## src/hw/rtl/asmr_pkg.sv

```systemverilog
`default_nettype none

package asmr_pkg;

    // Sizes of the datapath.
    localparam int MAX_DELAY  = 8192;
    localparam int DELAY_AW   = $clog2(MAX_DELAY);
    localparam int RAMP_W     = DELAY_AW + 1;
    localparam int MAX_BLOCK  = 64;
    localparam int BLOCK_W    = $clog2(MAX_BLOCK) + 1;
    localparam int PHASE_W    = $clog2(MAX_BLOCK);
    localparam int GAIN_FRAC  = 10;
    localparam int GAIN_ONE   = 1 << GAIN_FRAC;
    localparam int GAIN_W     = GAIN_FRAC + 1;
    localparam int ELAPSED_W  = 17;
    localparam int SAMPLE_W   = 16;
    localparam int EXTRA_W    = 16;
    localparam int CFG_W      = 16;
    localparam int CFG_AW     = 2;
    localparam int DIV_CW     = $clog2(GAIN_FRAC + 1);

    localparam logic [ELAPSED_W-1:0] ELAPSED_MAX = '1;

    typedef logic [1:0] mode_t;

    localparam mode_t MODE_SILENCE  = 2'd0;
    localparam mode_t MODE_FADE_IN  = 2'd1;
    localparam mode_t MODE_PASS     = 2'd2;
    localparam mode_t MODE_FADE_OUT = 2'd3;

    localparam logic [1:0] CMD_SAMPLE = 2'd0;
    localparam logic [1:0] CMD_FLUSH  = 2'd1;
    localparam logic [1:0] CMD_RESET  = 2'd2;

    localparam logic [CFG_AW-1:0] REG_RAMP  = 2'd0;
    localparam logic [CFG_AW-1:0] REG_EXTRA = 2'd1;
    localparam logic [CFG_AW-1:0] REG_BLOCK = 2'd2;

    // Request into the gain divider: quotient = floor(num * GAIN_ONE / den), num < den.
    typedef struct packed {
        logic                start;
        logic [DELAY_AW-1:0] num;
        logic [RAMP_W-1:0]   den;
    } div_req_t;

    typedef struct packed {
        logic                 busy;
        logic                 done;
        logic [GAIN_FRAC-1:0] quotient;
    } div_rsp_t;

    // One read-modify-write of the delay line.
    typedef struct packed {
        logic                en;
        logic [DELAY_AW-1:0] addr;
        logic [SAMPLE_W-1:0] wdata;
    } line_req_t;

endpackage

`default_nettype wire

```

## src/hw/rtl/asmr_div.sv

```systemverilog
`default_nettype none

// Restoring divider, one quotient bit per cycle.
module asmr_div (
    input  wire logic              clk,
    input  wire logic              rst_n,
    input  wire asmr_pkg::div_req_t req,
    output asmr_pkg::div_rsp_t     rsp
);

    logic                              busy_reg, busy_next;
    logic                              done_reg, done_next;
    logic [asmr_pkg::DIV_CW-1:0]       cnt_reg, cnt_next;
    logic [asmr_pkg::RAMP_W-1:0]       rem_reg, rem_next;
    logic [asmr_pkg::RAMP_W-1:0]       den_reg, den_next;
    logic [asmr_pkg::GAIN_FRAC-1:0]    quo_reg, quo_next;
    logic [asmr_pkg::RAMP_W:0]         shifted;
    logic [asmr_pkg::RAMP_W:0]         diff;
    logic                              fits;

    always_comb
    begin
        shifted   = {rem_reg, 1'b0};
        diff      = shifted - {1'b0, den_reg};
        fits      = shifted >= {1'b0, den_reg};
        busy_next = busy_reg;
        done_next = 1'b0;
        cnt_next  = cnt_reg;
        rem_next  = rem_reg;
        den_next  = den_reg;
        quo_next  = quo_reg;
        if (req.start)
        begin
            busy_next = 1'b1;
            cnt_next  = '0;
            rem_next  = {1'b0, req.num};
            den_next  = req.den;
            quo_next  = '0;
        end
        else if (busy_reg)
        begin
            rem_next = fits ? diff[asmr_pkg::RAMP_W-1:0] : shifted[asmr_pkg::RAMP_W-1:0];
            quo_next = {quo_reg[asmr_pkg::GAIN_FRAC-2:0], fits};
            cnt_next = cnt_reg + 1'b1;
            if (cnt_reg == asmr_pkg::DIV_CW'(asmr_pkg::GAIN_FRAC - 1))
            begin
                busy_next = 1'b0;
                done_next = 1'b1;
            end
        end
    end

    always_ff @(posedge clk or negedge rst_n)
    begin
        if (!rst_n)
        begin
            busy_reg <= 1'b0;
            done_reg <= 1'b0;
            cnt_reg  <= '0;
        end
        else
        begin
            busy_reg <= busy_next;
            done_reg <= done_next;
            cnt_reg  <= cnt_next;
        end
    end

    always_ff @(posedge clk)
    begin
        rem_reg <= rem_next;
        den_reg <= den_next;
        quo_reg <= quo_next;
    end

    assign rsp.busy     = busy_reg;
    assign rsp.done     = done_reg;
    assign rsp.quotient = quo_reg;

endmodule

`default_nettype wire

```

## config.mk

```make
export PLATFORM = sky130hd
export DESIGN_NAME = asmr_div
export DESIGN_NICKNAME = d
export VERILOG_FILES = /design/src/hw/rtl/asmr_pkg.sv /design/src/hw/rtl/asmr_div.sv
export SDC_FILE = /design/constraint.sdc
export NUM_CORES = 1
export LEC_CHECK = 0
export BUFFER_PORTS_ARGS = -buffer_cell sky130_fd_sc_hd__buf_2
export CORE_MARGIN = 2
export CORE_UTILIZATION = 39
export CTS_CLUSTER_SIZE = 8
export DETAILED_ROUTE_END_ITERATION = 6
export GPL_TIMING_DRIVEN = 0
export SLEW_MARGIN = 15
export SYNTH_ARGS = -nofsm -noshare
export SYNTH_HDL_FRONTEND = slang
export SYNTH_SLANG_ARGS = --single-unit
```

## constraint.sdc

```tcl
create_clock -name clk -period 7.1 [get_ports clk]
set_input_delay 1.42 -clock clk [delete_from_list [all_inputs] [get_ports clk]]
set_output_delay 1.42 -clock clk [all_outputs]
set_load 0.02 [all_outputs]
```

==> metrics.md <==
| Metric | Value |
|---|---|
| Final nets | 356 |
| Largest cells by area after synthesis | edfxtp_1 30%, dfxtp_1 8.3%, ha_1 7.5% |
| Critical Path RT | 7.04 ns |
| Relative slew slack | 0.561 |
| Initial antenna violation count | 0 |
| Mux cell area share after synthesis | 0.0338 |
| Synth Area in Adders | 0.0826 |
| Core area | 0.00672 sq mm |
| Syn Std Cell Area | 0.00267 sq mm |
| Vias post-DR | 2082 |
| Initial Util | 0.397 |
| VDD IR max | 123 uV |
| Top cell type's share of synthesized area | 0.304 |
| Die W | 86.7 um |
| Io pins | 42 |
| Worst setup SP type | input pin |
| Slew @ Worst Pin | 0.658 ns |
| Dominant synthesized flop cell | edfxtp_1 |
| GPL Wtd Cong | 0.899 |
| Antenna cells | 0 |
| Status | complete, no violations |
| Largest net degree at the start of global routing | 24 |
| Hold_ws | 0.500 ns |
| Worst-path clk slew | 0.08 ns |
| Compound-Gate Fraction of Synth Area | 0.194 |
| Slowest stage delay, CP | 0.48 ns |
| Cell area after layout | 0.00308 sq mm |
| Sequential share of the synthesized area | 0.443 |
| Slowest stage cell, crit path | inv_1 |
| Residual DRC | 0 |
| Post-Synth XOR/XNOR Area | 0.0328 |
| Post-CTS resize count | 0 |
| Synth area leader | edfxtp_1 |
| RSZ-0062 raised after global routing | false |
| Htree depth | 2 |
| CP cell instances | buf_2 -> buf_2 -> buf_2 -> nor2_1 -> inv_1 |
| Slew Limit Fails | 0 |
| Worst EP arrival | 3.09 ns |
| Clk_lat worst skew | 0.31 ns |
| Largest family of logic cells by synthesized area | compound AO/OA/AOI/OAI gates |
| P_leak | 1.42 nW |
| Die height | 86.7 um |
| CP max FO | 23 |
| Syn_nets | 308 |
| Dpl cell area | 0.00297 sq mm |
| Total Neg Setup Slack | 0 ns |
| Avg WL per Cell | 16.4 um |
| Tcrit/Tclk final | 0.443 |
| Area grow syn2layout | 15.5% |
| Fin crit period | 3.15 ns |
| Via density | 5.34 |
| Warnings, synthesis | 0 |
| Most frequent cells in the layout | 46 x buf_2, 28 x nor2_1, 27 x edfxtp_1, 22 x inv_1, 16 x ha_1 |
| EDFF count, synth | 27 |
| Max_cap viols | 0 |
| Most common cell after layout, fill and taps aside | buf_2 |
| Post-Synth Simple-Gate Area | 0.148 |
| Gr usage total | 0.179 |
| Pwr Density | 361 mW/mm^2 |
| Worst clock skew | 0.0134 ns |
| Yosys reg bits | 44 |
| DRT iter0 DRCs | 104 |
| Worst path most repeated cell | buf_2 |
| Routed Antenna Nets | 0 |
| Mean Syn Cell Area | 10.2 sq um |
| CTS root buf | clkbuf_8 |
| Min-Delay Path Class | reg2reg |
| PortBufs | 41 |
| Final Hold Fails | 0 |
| CP endpoint kind | register |
| Number of global-route vias before repair | 2076 |
| Std cell rows | 30 |
| Crit Path Class | in2reg |
| CTS Hold Buffers Added | 0 |
| # Post-CTS Setup Buffers | 0 |
| Clk buf depth | 2 |
| CTS tree | done |
| Netlist cell types | 54 |
| Gate count of the mapped netlist | 261 |
| Die area | 0.00752 sq mm |
| Fmax | 318 MHz |
| Remaining Overflow, GRT | 0 |
| CTS Buf Count | 5 |
| Share of layout cells above drive strength 1 | 0.226 |
| Synth async-reset ratio | 0.136 |
| Final wirelength | 6.38 mm |
| Wire length of the first global-routing pass | 10.4 mm |
| Clock Sinks | 44 |
| Drt pass-1 iters | 4 |
| Final setup fails | 0 |
| Hpwl dp | 4.52 mm |
## critical path, delay by kind of cell
family                 cells  cell delay, ns
and+or+nand+nor            1            0.09
buffers and inverters      4            1.56
## kinds of logic after synthesis
| family | Yosys count |
|---|---|
| multiplexers | 9 |
| buffers and inverters | 38 |
| adder cells (fa/ha/maj) | 17 |
| AO/OA/AOI/OAI | 64 |
| XOR/XNOR | 10 |
| AND/OR/NAND/NOR | 79 |
| flip-flops | 44 |
## layer usage
layer | GRT usage | vias up | part of all wire
met5 | 0 | - | 0
met4 | 0.0554 | 0 | 0.013
met3 | 0.0314 | 8 | 0.032
met2 | 0.288 | 40 | 0.46
met1 | 0.246 | 996 | 0.49
li1 | - | 1038 | -
## final timing paths
path,start,to,slack [ns],depth (start not counted)
worst max-delay path,req[27],rem_reg[5],3.95,5
worst min-delay path,quo_reg[9],quo_reg[9],0.50,2
worst max register to register,rem_reg[11],rem_reg[3],4.39,7
worst min register to register,quo_reg[9],quo_reg[9],0.50,2
max in group asynchronous,rst_n,busy_reg,6.05,1
min in group asynchronous,rst_n,cnt_reg[0],0.91,1
## Yosys cell counts, drive strengths merged, types with 2 or more instances
master,instances
dfrtp,6
o311ai,2
o31a,2
a32oi,2
a221o,7
or3,3
nand4b,3
a21o,6
xnor2,4
nand2b,5
a211oi,7
xor2,6
nand2,15
o21ai,6
edfxtp,27
a21oi,13
o31ai,4
buf,14
nor2b,11
nand3,5
ha,16
nor2,28
mux2i,9
dfxtp,11
o21bai,2
inv,23
o211ai,2
nand4,4
a221oi,4
## through the flow
stage	setup WS, ns	std cells	total power [mW]	util
after global placement	3.62	382	0.924	0.442
after global routing	3.81	390	1.20	0.459
final	3.95	390	1.11	0.459
after floorplan	4.63	261	0.794	-
after detailed placement	3.56	382	0.927	0.442
after CTS	3.93	390	1.12	0.459
## report_power, final
| group | switching [mW] | internal, mW |
|---|---|---|
| Combinational | 0.326 | 0.236 |
| Clock | 0.0945 | 0.0922 |
| Sequential | 0.0302 | 0.335 |
| Total | 0.451 | 0.663 |
## area by class of cell
| type | count | area, sq um |
|---|---|---|
| inverters | 23 | 86.3 |
| clock inverters | 2 | 15.0 |
| clock buffers | 6 | 93.8 |
| plain buffers | 15 | 88.8 |
| multi-input cells | 179 | 1310 |
| repair buffers | 41 | 205 |
| fillers | 645 | 3640 |
| flip-flops and latches | 44 | 1180 |
| well taps | 80 | 100 |
Power figures use the tool's default switching activity.
